$ cat src/rtl/core/assert_macros.svh
// Assertion macros for the buzzer sequencer RTL top level.
`ifndef ASSERT_MACROS_SVH
`define ASSERT_MACROS_SVH

// Checked on every clock edge outside reset.
`define BPS_ASSERT(lbl, prop, msg) \
  lbl: assert property (@(posedge clk) disable iff (rst) prop) else $error(msg);

// Checked on every clock edge, reset included.
`define BPS_ASSERT_ALWAYS(lbl, prop, msg) \
  lbl: assert property (@(posedge clk) prop) else $error(msg);

`endif

$ cat src/rtl/core/bps_pkg.sv
// Package for the buzzer pattern sequencer: widths, defaults and the envelope ROM.
`timescale 1ns / 1ps

package bps_pkg;

  localparam int STEP_COUNT_DEF  = 10;
  localparam int MAX_REPEATS_DEF = 24;

  localparam int TIME_W = 32;
  localparam int REP_W  = 8;
  localparam int POS_W  = 4;   // ROM has 16 slots
  localparam int SPAN_W = 10;  // longest step is 568 ms
  localparam int OP_W   = 2;

  localparam int IN_DATA_W  = 40;  // time_ms, repeat_request
  localparam int IN_USER_W  = 2;   // opcode
  localparam int OUT_DATA_W = 8;   // buzzer_on, is_playing, start_accepted

  typedef enum logic [OP_W-1:0] {
    OP_TICK   = 2'd0,
    OP_START  = 2'd1,
    OP_STOP   = 2'd2,
    OP_UNUSED = 2'd3
  } opcode_t;

  function automatic logic [SPAN_W-1:0] step_span(input logic [POS_W-1:0] idx);
    logic [SPAN_W-1:0] s;
    case (idx)
      4'd0:    s = 10'd110;
      4'd1:    s = 10'd30;
      4'd2:    s = 10'd150;
      4'd3:    s = 10'd10;
      4'd4:    s = 10'd140;
      4'd5:    s = 10'd60;
      4'd6:    s = 10'd170;
      4'd7:    s = 10'd12;
      4'd8:    s = 10'd280;
      4'd9:    s = 10'd568;
      default: s = '0;
    endcase
    return s;
  endfunction

  function automatic logic step_level(input logic [POS_W-1:0] idx);
    logic l;
    case (idx)
      4'd0, 4'd2, 4'd4, 4'd6, 4'd8: l = 1'b1;
      default:                      l = 1'b0;
    endcase
    return l;
  endfunction

endpackage

$ cat src/rtl/core/buzzer_pattern_sequencer_top.sv
// Buzzer pattern sequencer: top level with command sequencer and shared 32-bit adder.
`timescale 1ns / 1ps
`include "assert_macros.svh"

// Plays a ten-step on/off envelope, repeated 1..MAX_REPEATS times. Each input
// word carries a command in s_tuser (tick, start, stop, or the unused code 3)
// and a millisecond time plus a repeat count in s_tdata. Every word gives
// exactly one output word with the buzzer level, the playing flag and a
// start-accepted flag. Start, stop, a tick while idle and the unused code go
// from ST_IDLE straight to ST_EMIT. A tick while playing passes through
// ST_CALC, and through ST_STEP and ST_CALC again for each envelope step it
// catches up on, because one 32-bit adder/subtractor does both the deadline
// compare and the deadline update in turn. The block takes no new word until
// the current result has been loaded into the output register. That register
// may still be waiting on m_tready when the next word is accepted, and a
// result that finds it full waits for it, which adds those stall cycles to the
// item. s_tready is low during reset. Deadlines compare by the sign of
// (time_ms - deadline) modulo 2^32, so time wrap is harmless.
module buzzer_pattern_sequencer_top #(
  parameter int STEP_COUNT  = bps_pkg::STEP_COUNT_DEF,   // 1..16
  parameter int MAX_REPEATS = bps_pkg::MAX_REPEATS_DEF   // 1..255
) (
  input  logic                           clk,
  input  logic                           rst,
  input  logic                           s_tvalid,
  output logic                           s_tready,
  // [31:0] time_ms, [39:32] repeat_request
  input  logic [bps_pkg::IN_DATA_W-1:0]  s_tdata,
  // [1:0] opcode
  input  logic [bps_pkg::IN_USER_W-1:0]  s_tuser,
  output logic                           m_tvalid,
  input  logic                           m_tready,
  // [0] buzzer_on, [1] is_playing, [2] start_accepted, [7:3] zero
  output logic [bps_pkg::OUT_DATA_W-1:0] m_tdata
);
  import bps_pkg::*;

  typedef enum logic [3:0] {
    ST_IDLE = 4'b0001,  // waiting for a word
    ST_CALC = 4'b0010,  // adder: time - deadline
    ST_STEP = 4'b0100,  // adder: deadline + next span
    ST_EMIT = 4'b1000   // load output register
  } state_t;

  state_t state;

  // Sequencer state
  logic              playing;
  logic [POS_W-1:0]  step_position;
  logic [REP_W-1:0]  repeats_done;
  logic [REP_W-1:0]  repeats_wanted;
  logic [TIME_W-1:0] next_deadline;
  logic              drive_level;
  logic              accepted;

  // Latched time of the current tick
  logic [TIME_W-1:0] now_r;

  logic              accept;
  opcode_t           op_in;
  logic [TIME_W-1:0] time_in;
  logic [REP_W-1:0]  req_in;
  logic              req_ok;

  assign accept  = s_tvalid && s_tready;
  assign s_tready = !rst && (state == ST_IDLE);
  assign op_in   = opcode_t'(s_tuser[OP_W-1:0]);
  assign time_in = s_tdata[TIME_W-1:0];
  assign req_in  = s_tdata[TIME_W +: REP_W];
  assign req_ok  = (req_in != '0) && (req_in <= REP_W'(MAX_REPEATS));

  // Step advance decode
  logic [POS_W:0]    pos_inc;
  logic              wrap;
  logic [REP_W-1:0]  rep_inc;
  logic              phrase_end;
  logic [POS_W-1:0]  pos_next;

  assign pos_inc    = {1'b0, step_position} + (POS_W+1)'(1);
  assign wrap       = pos_inc >= (POS_W+1)'(STEP_COUNT);
  assign rep_inc    = repeats_done + REP_W'(1);
  assign phrase_end = wrap && (rep_inc >= repeats_wanted);
  assign pos_next   = wrap ? '0 : pos_inc[POS_W-1:0];

  // Shared adder/subtractor
  logic [TIME_W-1:0] add_a, add_b, add_sum;
  logic              add_sub;

  always_comb begin
    add_a   = next_deadline;
    add_b   = TIME_W'(step_span(pos_next));
    add_sub = 1'b0;
    case (state)
      ST_IDLE: begin
        add_a = time_in;
        add_b = TIME_W'(step_span('0));
      end
      ST_CALC: begin
        add_a   = now_r;
        add_b   = next_deadline;
        add_sub = 1'b1;
      end
      default: ;
    endcase
  end

  assign add_sum = add_a + (add_sub ? ~add_b : add_b) + TIME_W'(add_sub);

  logic out_free;
  assign out_free = !m_tvalid || m_tready;

  always_ff @(posedge clk) begin
    if (rst) begin
      state          <= ST_IDLE;
      playing        <= 1'b0;
      step_position  <= '0;
      repeats_done   <= '0;
      repeats_wanted <= '0;
      next_deadline  <= '0;
      drive_level    <= 1'b0;
      accepted       <= 1'b0;
    end else begin
      case (state)
        ST_IDLE: begin
          if (accept) begin
            accepted <= 1'b0;
            now_r    <= time_in;
            state    <= ST_EMIT;
            case (op_in)
              OP_TICK: begin
                if (playing) begin
                  state <= ST_CALC;
                end
              end
              OP_START: begin
                if (req_ok) begin
                  step_position  <= '0;
                  repeats_done   <= '0;
                  repeats_wanted <= req_in;
                  playing        <= 1'b1;
                  drive_level    <= step_level('0);
                  next_deadline  <= add_sum;
                  accepted       <= 1'b1;
                end
              end
              OP_STOP: begin
                playing        <= 1'b0;
                step_position  <= '0;
                repeats_done   <= '0;
                repeats_wanted <= '0;
                next_deadline  <= '0;
                drive_level    <= 1'b0;
              end
              default: ;
            endcase
          end
        end
        ST_CALC: begin
          // sign bit clear: deadline reached
          state <= add_sum[TIME_W-1] ? ST_EMIT : ST_STEP;
        end
        ST_STEP: begin
          if (phrase_end) begin
            playing        <= 1'b0;
            step_position  <= '0;
            repeats_done   <= '0;
            repeats_wanted <= '0;
            next_deadline  <= '0;
            drive_level    <= 1'b0;
            state          <= ST_EMIT;
          end else begin
            if (wrap) begin
              repeats_done <= rep_inc;
            end
            step_position <= pos_next;
            drive_level   <= step_level(pos_next);
            next_deadline <= add_sum;
            state         <= ST_CALC;
          end
        end
        ST_EMIT: begin
          if (out_free) begin
            state <= ST_IDLE;
          end
        end
        default: state <= ST_IDLE;
      endcase
    end
  end

  // Output valid: set when a result is loaded, cleared once it is taken
  always_ff @(posedge clk) begin
    if (rst) begin
      m_tvalid <= 1'b0;
    end else if (state == ST_EMIT && out_free) begin
      m_tvalid <= 1'b1;
    end else if (m_tready) begin
      m_tvalid <= 1'b0;
    end
  end

  always_ff @(posedge clk) begin
    if (state == ST_EMIT && out_free) begin
      m_tdata <= {5'b0, accepted, playing, drive_level};
    end
  end

  `BPS_ASSERT(a_idle_clean, !playing |-> (step_position == '0 && !drive_level), "idle but step state not cleared")
  `BPS_ASSERT(a_rep_bound, playing |-> (repeats_done < repeats_wanted), "repeat count overran request")
  `BPS_ASSERT(a_one_word, (s_tvalid && s_tready) |=> !s_tready, "second word taken while busy")
  `BPS_ASSERT(a_emit_src, $rose(m_tvalid) |-> $past(state == ST_EMIT), "output valid raised outside emit")

endmodule

$ cat config.mk
export PLATFORM = sky130hd
export DESIGN_NAME = buzzer_pattern_sequencer_top
export DESIGN_NICKNAME = d
export VERILOG_FILES = /design/src/rtl/core/bps_pkg.sv /design/src/rtl/core/buzzer_pattern_sequencer_top.sv
export VERILOG_INCLUDE_DIRS = /design/src /design/src/rtl/core
export SDC_FILE = /design/constraint.sdc
export NUM_CORES = 1
export LEC_CHECK = 0
export BUFFER_PORTS_ARGS = -buffer_cell sky130_fd_sc_hd__clkbuf_2
export CAP_MARGIN = 15
export CORE_ASPECT_RATIO = 1.75
export CORE_UTILIZATION = 55
export DETAILED_ROUTE_END_ITERATION = 16
export GPL_TIMING_DRIVEN = 0
export HOLD_SLACK_MARGIN = 0.06
export PLACE_DENSITY = 0.75
export SYNTH_ARGS = -nofsm -noshare
export SYNTH_HDL_FRONTEND = slang
export SYNTH_SLANG_ARGS = --single-unit
$ cat constraint.sdc
create_clock -name clk -period 7.42 [get_ports clk]
set_input_delay 0.371 -clock clk [delete_from_list [all_inputs] [get_ports clk]]
set_output_delay 0.371 -clock clk [all_outputs]
set_load 0.01 [all_outputs]
---- Word-level counts from Yosys, hierarchy flattened ----
Memories as Yosys holds them, arrays and structs flattened.
Index checks and enable logic that the tools add are counted.
operators by class
  equality and inequality tests ........... 16
  multiplexer cells ....................... 45
  reduce and logical (&&, ||, !) cells .... 20
  magnitude comparators ................... 3
  bitwise operators ....................... 2
  $add $sub $neg .......................... 4
operator list
  operator             count
  $pmux 32 s2          4
  $mux 32              4
  $pmux 8 s2           4
  $mux 8               7
  $mux 4               10
  $add 32x1->32        1
  $add 32x32->32       1
  $not 32->32          1
  $pmux 4 s2           2
  $pmux 4 s4           1
  $eq 4x3->1 const B   3
  $mux 1               10
  $reduce_and 5->1     2
  $add 8x1->8 const B  1
  $eq 4x2->1 const B   2
  $eq 4x4->1 const B   2
  $ge 8x8->1           1
  $le 8x5->1 const B   1
  $reduce_bool 8->1    1
  $ne 2x2->1 const B   3
  $ne 3x3->1 const B   2
  $pmux 1 s2           3
  $add 4x1->5 const B  1
  $ge 5x4->1 const B   1
  other kinds (15)     22
storage, ports and cells
  bits of input ports ..................... 46
  word-level logic and storage cells ...... 102
  output and inout port bits .............. 10
  bits in registers ....................... 95
  memory bits (read-only) ................. 144
  memories ................................ 1
memory list
  memory            words  width  rd ports  clocked after Yosys merged registers in  wr ports  RTL line       source
  (name not given)  16     9      1         0                                        0         bps_pkg.sv:28  case (idx)

---- Depth between registers and ports, before layout ----
Gate-level depths: netlist (run 1).
An unclocked memory read counts as a cell.
  depth in word-level cells ............... 13
  depth in mapped cells ................... 21
  depth with buffers taken out ............ 21

---- Least setup slack after synthesis (run 1) ----
Ideal clock, no wire load.
  path kind ............................... register -> register
  start ................................... reg step_position[1]
  end ..................................... reg next_deadline[31]
  clock period less this slack ............ 4.529 ns
  data required time ...................... 7.303 ns
  arrival time ............................ 4.412 ns
  buffers on the path ..................... 0
  library setup time ...................... 0.117 ns
  cell stages (with the launch flop) ...... 22
  setup slack ............................. 2.891 ns
  cell sequence ........................... dfxtp_1 > inv_1 > ha_1 > inv_1 > a2111oi_0 > nor3_2 > nor2_1 > inv_1 > ha_1 > a21oi_1 > a21oi_1 > or3_1 > o21ai_0 > ha_1 > a211o_1 > a311o_2 > and3_1 > nor4b_2 > nor2_2 > a211oi_2 > xor2_1 > a22o_1
on the way
  longest elaborated chain between the ends .. 13
  elaborated cells on any way between the ends .. 15
  classes of those cells .................. add/sub (3); order compare (1); mux (8); bitwise (1); reduce/logical (1); memory (1)
RTL lines
  item                      RTL line                             source
  start: declaration        buzzer_pattern_sequencer_top.sv:49   logic [POS_W-1:0] step_position;
  start signal: assignment  buzzer_pattern_sequencer_top.sv:175  step_position <= pos_next;
  $add 4x1->5 (*)           buzzer_pattern_sequencer_top.sv:79   assign pos_inc = {1'b0, step_position} + (POS_W+1)'(1);
  $ge 5x4->1                buzzer_pattern_sequencer_top.sv:80   assign wrap = pos_inc >= (POS_W+1)'(STEP_COUNT);
  $mux 4                    buzzer_pattern_sequencer_top.sv:83   assign pos_next = wrap ? '0 : pos_inc[POS_W-1:0];
  $mem_v2 16x9              n/a
  $pmux 32 s2               buzzer_pattern_sequencer_top.sv:93   case (state)
  $not 32->32               buzzer_pattern_sequencer_top.sv:107  assign add_sum = add_a + (add_sub ? ~add_b : add_b) + TIME_W'(add_sub);
  $mux 32                   buzzer_pattern_sequencer_top.sv:107
  $add 32x32->32            buzzer_pattern_sequencer_top.sv:107
  $add 32x1->32             buzzer_pattern_sequencer_top.sv:107
  $mux 32                   buzzer_pattern_sequencer_top.sv:136  if (req_ok) begin
  $pmux 32 s2               buzzer_pattern_sequencer_top.sv:129  case (op_in)
  $mux 32                   buzzer_pattern_sequencer_top.sv:125  if (accept) begin
  $pmux 32 s2 (*)           buzzer_pattern_sequencer_top.sv:123  case (state)
  end signal: assignment    buzzer_pattern_sequencer_top.sv:142  next_deadline <= add_sum;
  end signal: assignment    buzzer_pattern_sequencer_top.sv:177  next_deadline <= add_sum;
  end: declaration          buzzer_pattern_sequencer_top.sv:52   logic [TIME_W-1:0] next_deadline;
Every way passes the cells marked *; elsewhere a longest branch is shown, timed or not. The select of a mux whose other input is x is not followed.
A chain may end at the register's enable or synchronous reset.

---- Worst setup path in the final report (run 1) ----
  start ................................... reg step_position[1]
  end ..................................... reg next_deadline[29]
The elaborated chain is that of the path after synthesis.

==> results.sh, run 1 <==
export IMPL_holdWs_ps=209
export IMPL_fillers=959
export IMPL_clock_fmax_ghz=0.187
export IMPL_syn_area_mm2=0.00630
export IMPL_ctsResizeCount=0
export IMPL_routedWlPerCell_um=17.5
export IMPL_layout_min_cycle_time_ps=5350
export IMPL_max_cap_violations=0
export IMPL_grt_max_degree=19
export IMPL_yosysWarnings=0
export IMPL_cts_htree_levels=3
export IMPL_syn_area_per_cell_um2=8.27
export IMPL_hold_viol=0
export IMPL_crit_path_end_kind="flip-flop"
export IMPL_ios=56
export IMPL_synth_commonest_cells="nand2_1 (114), nor2_1 (84), a21oi_1 (62)"
export IMPL_status="finished clean"
export IMPL_synth_top_cell_area_share_pct=19.1
export IMPL_peakVddDrop_uv=139
export IMPL_setup_worst_path_start_class="flip-flop"
export IMPL_cts_tree="done"
export IMPL_die_area_mm2=0.0119
export IMPL_crit_fanout=9
export IMPL_seq_area_frac_synth_pct=35.7
export IMPL_path_clk_slew_ps=70
export IMPL_synth_cells=762
export IMPL_totalNegativeSetupSlack_ps=0
export IMPL_setup_viol=0
export IMPL_dieHeight_um=144
export IMPL_initialDrtViolationCount=323
export IMPL_grt_pass1_vias=5833
export IMPL_relSlewSlack_pct=29.4
export IMPL_synth_most_common_cell="nand2_1"
export IMPL_crit_type="flip-flop to flip-flop"
export IMPL_drc=0
export IMPL_timing_final_crit_share_pct=72.0
export IMPL_cts_sinks=95
export IMPL_drt_first_pass_iters=5
export IMPL_grt_pass1_wl_mm=27.0
export IMPL_dp_hpwl_mm=12.8
export IMPL_nets=920
export IMPL_ys_seq_elements=95
export IMPL_synth_top_area_cell="dfxtp_1"
export IMPL_die_x_um=82.9
export IMPL_ys_types=65
export IMPL_cts_buffers=9
export IMPL_portBuffers=50
export IMPL_clock_path_buffers=2
export IMPL_ys_flop_type="dfxtp_1"
export IMPL_final_max_slew_viol_count=0
export IMPL_core_area_mm2=0.0112
export IMPL_synthTopCellsByArea="dfxtp_1 (19%), edfxtp_1 (17%), ha_1 (8.9%)"
export IMPL_postCtsSetupBuffers=0
export IMPL_vias_per_cell=6.15
export IMPL_crit_required_ps=7650
export IMPL_cts_root_buf="clkbuf_16"
export IMPL_drive_gt1_share_pct=11.4
export IMPL_antenna_found_initial=0
export IMPL_clk_latency_ps=350
export IMPL_r2r_setup_slack_ps=2070
export IMPL_place_gp_congestion=0.925
export IMPL_vias=5934
export IMPL_diodes=0
export IMPL_areaGrowthSynthToFinish_pct=11.8
export IMPL_initial_core_util_pct=56.4
export IMPL_synth_edf_count=35
export IMPL_grt_overflow_total=0
export IMPL_fin_worst_skew_ps=10.7
export IMPL_wirelength_mm=16.8
export IMPL_p_per_area_mw_per_mm2=199
export IMPL_worstPathArrival_ps=5570
export IMPL_track_usage_pct=28.5
export IMPL_p_leak_nw=3.02
export IMPL_rsz0062_at_grt="false"
export IMPL_synthArstFlopShare_pct=0
export IMPL_row_count=51
export IMPL_tightestPinTransition_ps=1060
export IMPL_ant_nets=0
export IMPL_cts_hold_buf=0
export IMPL_hold_class="primary input to flip-flop"
power breakdown:
| part | switching [mW] | total, mW | internal, mW |
|---|---|---|---|
| registers | 0.00812 | 0.568 | 0.560 |
| clock network | 0.223 | 0.458 | 0.234 |
| logic | 0.244 | 0.379 | 0.135 |
| total | 0.476 | 1.40 | 0.929 |
layout make-up:
type | count | area, um^2 | area share (%)
Sequential cell | 95 | 2250 | 32.0
Timing Repair Buffer | 51 | 278 | 3.94
Clock buffer | 9 | 225 | 3.20
Clock inverter | 7 | 60.1 | 0.852
Buffer | 40 | 176 | 2.50
Inverter | 29 | 109 | 1.55
Multi-Input combinational cell | 602 | 3780 | 53.6
Tap cell | 132 | 165 | 2.34
critical path, stage by stage, from the launching register on:
cell and delay, ps:
dfxtp_1 430, inv_1 70, ha_1 300, inv_1 40, a2111oi_0 540, nor3_2 200, nor2_1 290, inv_1 110
ha_1 310, a21oi_1 130, a21oi_1 60, or3_1 340, o21ai_0 90, ha_1 300, a211o_1 270, a311o_2 410
a31oi_1 310, a31oi_2 200, a31oi_1 420, o221ai_2 170, xnor2_1 160, o21ai_1 70
metrics by stage:
| stage | util, % | instances | setup WS, ps | area [um^2] | power (mW) |
|---|---|---|---|---|---|
| after floorplan | - | 766 | 2890 | 6320 | 0.847 |
| after global placement | 60.3 | 948 | 2330 | 6730 | 0.938 |
| after detailed placement | 60.5 | 949 | 2160 | 6760 | 0.952 |
| after CTS | 63.1 | 965 | 2120 | 7050 | 1.41 |
| after global routing | 63.1 | 965 | 1660 | 7050 | 1.47 |
| final | 63.1 | 965 | 2070 | 7050 | 1.40 |
cells by family after synthesis:
kind of cell             count (synthesis)  share of synthesized area, %
multiplexers                             3                         0.476
XOR/XNOR                                34                          4.72
adder cells (fa/ha/maj)                 46                          9.25
flip-flops                              95                          35.7
AO/OA/AOI/OAI                          235                          24.5
buffers and inverters                   69                          4.53
other                                    1                        0.0595
AND/OR/NAND/NOR                        279                          20.7
sequential cells by signal, indices dropped and copies added, names as in the netlist:
signal and flops:
state 4, next_deadline 32, now_r 32, step_position 4
playing 1, repeats_done 8, m_tdata 3, accepted 1
drive_level 1, m_tvalid 1, repeats_wanted 8
metal layers:
metal,GRT usage (%),share of wire [%],vias up
li1,-,-,2898
met1,29.4,38,2801
met2,53.6,53,173
met3,4.19,3.7,62
met4,17.5,4.9,0
met5,0,0,-
layout by cell type, fill, tap and decap left out, types with 6 or more instances in the layout:
cell type | Yosys | final
a22oi_1 | 57 | 57
or3_1 | 6 | 6
clkbuf_2 | 1 | 51
xnor2_1 | 16 | 16
o21bai_1 | 6 | 6
o211ai_1 | 9 | 9
clkbuf_16 | 0 | 9
a31oi_1 | 9 | 9
xor2_1 | 18 | 18
a21o_1 | 16 | 16
nand3_1 | 15 | 15
dfxtp_1 | 60 | 60
and3_1 | 13 | 13
nor3_1 | 9 | 9
edfxtp_1 | 35 | 35
a21oi_1 | 62 | 62
o21ai_0 | 39 | 39
clkbuf_1 | 28 | 28
nor2_1 | 84 | 84
nor2b_1 | 6 | 6
nand2_1 | 114 | 114
inv_1 | 29 | 29
ha_1 | 45 | 45
nand2b_1 | 7 | 7
worst paths after layout:
check,start,endpoint,cells past startpoint
max,step_position[1]$_SDFFE_PP0P_,next_deadline[29]$_SDFFE_PP0P_,21
min,s_tdata[2],now_r[2]$_DFFE_PP_,1
max reg2reg,step_position[1]$_SDFFE_PP0P_,next_deadline[29]$_SDFFE_PP0P_,21
min reg2reg,accepted$_SDFFE_PP0P_,m_tdata[2]$_DFFE_PP_,0
Note: power is estimated with default switching activity, not from simulation.
==> inputs of run 2 (changes only) <==
PLACE_DENSITY = 0.77   (was 0.75)
clock period = 4.4 ns   (was 7.42 ns; I/O delays follow)
==> results.sh, run 2 (synthesized netlist as in run 1, its figures left out) <==
export IMPL_vias_per_cell=6.17
export IMPL_cts_tree="done"
export IMPL_crit_type="flip-flop to flip-flop"
export IMPL_place_ws_ps=-729
export IMPL_dp_hpwl_mm=12.7
export IMPL_initialDrtViolationCount=419
export IMPL_totalNegativeSetupSlack_ps=-158
export IMPL_violations="setup timing"
export IMPL_crit_path_end_kind="flip-flop"
export IMPL_place_area_mm2=0.00677
export IMPL_initial_core_util_pct=56.4
export IMPL_die_x_um=82.9
export IMPL_cts_root_buf="clkbuf_16"
export IMPL_crit_buf_inv=3
export IMPL_critical_path_max_stage_delay_ps=380
export IMPL_antenna_found_initial=0
export IMPL_clock_fmax_ghz=0.224
export IMPL_crit_fanout=5
export IMPL_setup_ws_ps=-66.3
export IMPL_reg_top3="next_deadline x32, now_r x32"
export IMPL_rsz0062_at_grt="true"
export IMPL_grt_pass1_wl_mm=27.9
export IMPL_tightestPinTransition_ps=841
export IMPL_layout_min_cycle_time_ps=4470
export IMPL_total_power_mw=2.50
export IMPL_drive_gt1_share_pct=18.2
export IMPL_final_cell_mix="nand2_1 (113), nor2_1 (82), a21oi_1 (60), dfxtp_1 (58), a22oi_1 (57)"
export IMPL_path_clk_slew_ps=70
export IMPL_grt_pass1_vias=6142
export IMPL_fin_area_mm2=0.00762
export IMPL_crit_slowest_cell="dfxtp_4"
export IMPL_dieHeight_um=144
export IMPL_setup_viol=5
export IMPL_final_common_cell="nand2_1"
export IMPL_setup_worst_path_start_class="flip-flop"
export IMPL_die_area_mm2=0.0119
export IMPL_clk_latency_ps=350
export IMPL_place_gp_congestion=0.996
export IMPL_cts_buffers=9
export IMPL_diodes=0
export IMPL_wirelength_mm=17.8
export IMPL_fin_worst_skew_ps=6.03
export IMPL_crit_required_ps=4650
export IMPL_vias=6166
export IMPL_ant_nets=0
export IMPL_routedWlPerCell_um=17.8
export IMPL_portBuffers=50
export IMPL_ios=56
export IMPL_status="finished, violations left"
export IMPL_grt_overflow_total=0
export IMPL_track_usage_pct=29.0
export IMPL_nets=955
export IMPL_grt_max_degree=19
export IMPL_path_cells="inv_4 > ha_4 > inv_2 > a2111oi_4 > nor3_4 > nor2_4 > buf_6 > ha_4 > a21oi_2 > a21oi_1 > or3_1 > o21ai_1 > ha_1 > a211o_1 > a311o_2 > and3_4 > nor4b_4 > nor2_4 > a211oi_2 > xor2_1 > a22o_1"
export IMPL_row_count=51
export IMPL_drc=0
export IMPL_hold_viol=0
export IMPL_max_cap_violations=0
export IMPL_core_area_mm2=0.0112
export IMPL_peakVddDrop_uv=261
export IMPL_areaGrowthSynthToFinish_pct=20.9
export IMPL_timing_final_crit_share_pct=102
export IMPL_p_leak_nw=3.26
export IMPL_critPathTopFamily="compound AO/OA/AOI/OAI gates"
export IMPL_cts_htree_levels=3
export IMPL_hold_class="primary input to flip-flop"
export IMPL_clock_path_buffers=2
export IMPL_worstPathArrival_ps=4710
export IMPL_fin_util_pct=68.2
export IMPL_final_max_slew_viol_count=0
export IMPL_fillers=919
export IMPL_drt_first_pass_iters=6
export IMPL_cts_sinks=95
export IMPL_relSlewSlack_pct=43.7
export IMPL_p_per_area_mw_per_mm2=328
==> run 2: path summary, 6_finish.rpt <==
path,to,cells past startpoint,slack [ps],from
worst min register to register,m_tdata[2]$_DFFE_PP_,0,450,accepted$_SDFFE_PP0P_
worst max-delay path,next_deadline[31]$_SDFFE_PP0P_,21,-70,step_position[1]$_SDFFE_PP0P_
worst min-delay path,now_r[1]$_DFFE_PP_,1,60,s_tdata[1]
worst max register to register,next_deadline[31]$_SDFFE_PP0P_,21,-70,step_position[1]$_SDFFE_PP0P_
==> run 2: power by group <==
| part | switching [mW] | internal (mW) |
|---|---|---|
| clock network | 0.376 | 0.431 |
| logic | 0.451 | 0.282 |
| registers | 0.0137 | 0.943 |
==> run 2: worst reg2reg max path, delay by kind of cell, from the launching register on <==
family	cells	cell delay, ps
compound gates	8	1670
simple gates	6	1240
fa+ha+maj	3	750
flops	1	380
buf+inv	3	210
xor+xnor	1	120
==> run 2: metal layers <==
| layer | GRT usage, % | vias to the layer above | share of wire (%) |
|---|---|---|---|
| met5 | 0 | - | 0 |
| met4 | 17.4 | 0 | 4.8 |
| met3 | 3.68 | 71 | 5.2 |
| met2 | 56.2 | 228 | 55 |
| met1 | 29.2 | 2900 | 35 |
| li1 | - | 2967 | - |
==> run 2: layout make-up <==
cell class / instances / area (um^2) / share of cell area, %
multi-input combinational: 602 / 4020 / 52.8
sequential: 95 / 2260 / 29.7
timing repair buffer: 86 / 573 / 7.52
clock buffer: 10 / 250 / 3.29
buffer: 40 / 183 / 2.40
tap: 132 / 165 / 2.17
inverter: 29 / 111 / 1.46
clock inverter: 6 / 56.3 / 0.739
==> run 2: timing repair <==
| item | 4_1_cts | 5_1_grt |
|---|---|---|
| buffers inserted | 7 | 18 |
| hold endpoints to repair | 10 | 0 |
| setup endpoints to repair | 23 | 19 |
| gates resized for setup | 27 | 40 |
| pin swaps | 9 | 16 |
| hold buffers | 10 | 0 |
==> run 2: through the flow <==
stage	hold slack, ps	cells
final	60.3	1000
after global routing	62.4	1000
after CTS	60.7	982
after detailed placement	416	949
after global placement	413	948
after floorplan	319	766
==> inputs of run 3 (changes only) <==
REMOVE_ABC_BUFFERS = 1   (was default)
==> results.sh, run 3 (synthesized netlist as in run 1, its figures left out) <==
export IMPL_clock_path_buffers=2
export IMPL_p_leak_nw=3.25
export IMPL_max_cap_violations=0
export IMPL_clk_latency_ps=360
export IMPL_initialDrtViolationCount=392
export IMPL_worstPathArrival_ps=4870
export IMPL_fin_worst_skew_ps=12.0
export IMPL_timing_final_crit_share_pct=104
export IMPL_diodes=0
export IMPL_dieHeight_um=144
export IMPL_reg_top3="next_deadline x32, now_r x32"
export IMPL_row_count=51
export IMPL_routedWlPerCell_um=17.4
export IMPL_initial_core_util_pct=56.4
export IMPL_die_x_um=82.9
export IMPL_hold_class="primary input to flip-flop"
export IMPL_reg2reg_depth=20
export IMPL_fillers=857
export IMPL_crit_path_end_kind="flip-flop"
export IMPL_hold_viol=0
export IMPL_die_area_mm2=0.0119
export IMPL_cts_buffers=9
export IMPL_path_clk_slew_ps=70
export IMPL_holdPathEnd="now_r[10]$_DFFE_PP_"
export IMPL_grt_pass1_wl_mm=27.4
export IMPL_dp_hpwl_mm=11.7
export IMPL_final_common_cell="nand2_1"
export IMPL_holdWs_ps=64.3
export IMPL_grt_pass1_vias=6012
export IMPL_setup_viol=7
export IMPL_ios=56
export IMPL_final_max_slew_viol_count=0
export IMPL_status="finished, violations left"
export IMPL_hold_depth=1
export IMPL_track_usage_pct=28.2
export IMPL_fin_area_mm2=0.00770
export IMPL_crit_required_ps=4690
export IMPL_place_inst=915
export IMPL_crit_type="flip-flop to flip-flop"
export IMPL_worstHoldStart="s_tdata[10]"
export IMPL_antenna_found_initial=0
export IMPL_rr_endpoint="next_deadline[31]$_SDFFE_PP0P_"
export IMPL_p_per_area_mw_per_mm2=322
export IMPL_drt_first_pass_iters=5
export IMPL_grt_max_degree=42
export IMPL_wirelength_mm=17.0
export IMPL_final_cell_mix="nand2_1 (113), nor2_1 (80), dfxtp_1 (58), a22oi_1 (57), a21oi_1 (57)"
export IMPL_place_area_mm2=0.00668
export IMPL_rsz0062_at_grt="true"
export IMPL_relSlewSlack_pct=33.7
export IMPL_r2r_start="step_position[0]$_SDFFE_PP0P_"
export IMPL_totalNegativeSetupSlack_ps=-797
export IMPL_nets=934
export IMPL_vias=6134
export IMPL_ant_nets=0
export IMPL_fin_util_pct=69.0
export IMPL_grt_overflow_total=0
export IMPL_r2r_setup_slack_ps=-180
export IMPL_peakVddDrop_uv=253
export IMPL_place_gp_congestion=0.885
export IMPL_ff_latch_area_mm2=0.00226
export IMPL_layout_min_cycle_time_ps=4580
export IMPL_drive_gt1_share_pct=18.2
export IMPL_portBuffers=50
export IMPL_vias_per_cell=6.27
export IMPL_violations="setup timing"
export IMPL_final_cells=979
export IMPL_cts_htree_levels=3
export IMPL_drc=0
export IMPL_crit_fanout=7
export IMPL_multi_input_area_mm2=0.00410
export IMPL_cts_tree="done"
export IMPL_tightestPinTransition_ps=994
export IMPL_setup_ws_ps=-176
export IMPL_setup_worst_path_start_class="flip-flop"
export IMPL_cts_sinks=95
export IMPL_startpoint="step_position[0]$_SDFFE_PP0P_"
export IMPL_areaGrowthSynthToFinish_pct=22.3
export IMPL_clock_fmax_ghz=0.219
export IMPL_core_area_mm2=0.0112
export IMPL_cts_root_buf="clkbuf_16"
==> run 3: cell count changes in the layout (fill, tap and decap cells not counted), sizes merged <==
cell         change
buf              -8
clkbuf          -28
clkinvlp         +1
dlygate4sd3     +15
inv              -1
==> run 3: cell type report <==
| class | instances | share of cell area, % |
|---|---|---|
| clock buffer | 10 | 3.10 |
| timing repair buffer | 105 | 10.1 |
| multi-input combinational | 602 | 53.2 |
| inverter | 29 | 1.45 |
| sequential | 95 | 29.3 |
| tap | 132 | 2.14 |
| clock inverter | 6 | 0.682 |
==> run 3: power breakdown <==
| part | switching [mW] | internal (mW) |
|---|---|---|
| Sequential | 0.0206 | 0.943 |
| Combinational | 0.442 | 0.291 |
| Clock | 0.372 | 0.408 |
| Total | 0.835 | 1.64 |
==> run 3: routing by layer <==
layer / track usage, % / part of all wire, % / vias up
met4: 17.0 / 5.4 / 0
met2: 53.4 / 53 / 216
met1: 29.5 / 38 / 2911
met3: 3.62 / 4.0 / 78
met5: 0 / 0 / -
li1: - / - / 2929
==> run 3: what timing repair did <==
item,in CTS,in global routing
endpoints found under the setup margin,26,18
gates resized for setup,30,39
setup buffers,6,17
hold endpoints to repair,25,0
pin swaps,12,28
hold buffers,25,0
==> run 3: worst max path at each step <==
stage	depth (start not counted)	endpoint
3_3_place_gp	13	next_deadline[26]$_SDFFE_PP0P_
3_5_place_dp	21	next_deadline[29]$_SDFFE_PP0P_
4_1_cts	21	state[2]$_SDFFE_PP0P_
5_1_grt	21	next_deadline[31]$_SDFFE_PP0P_
2_1_floorplan	13	next_deadline[31]$_SDFFE_PP0P_
6_report	20	next_deadline[31]$_SDFFE_PP0P_
==> run 3: worst max-delay path, stage by stage (launching register included) <==
cell,delay (ps)
dfxtp_4,390
ha_4,280
inv_2,40
a2111oi_4,400
nor3_4,110
nor2_4,120
inv_2,60
ha_4,240
a21oi_2,190
a21oi_2,50
or3_4,370
o21ai_2,70
ha_1,260
a211o_1,250
a311o_2,400
and3_4,180
nor4b_4,310
nor2_4,110
a211oi_2,260
xor2_1,240
a22o_1,170
==> run 3: through the flow <==
| stage | setup WS, ps | total power, mW |
|---|---|---|
| 3_5_place_dp | -835 | 1.60 |
| 4_1_cts | 1.93 | 2.42 |
| 6_report | -176 | 2.48 |
| 2_1_floorplan | -908 | 1.41 |
| 3_3_place_gp | -3450 | 1.56 |
| 5_1_grt | -328 | 2.58 |
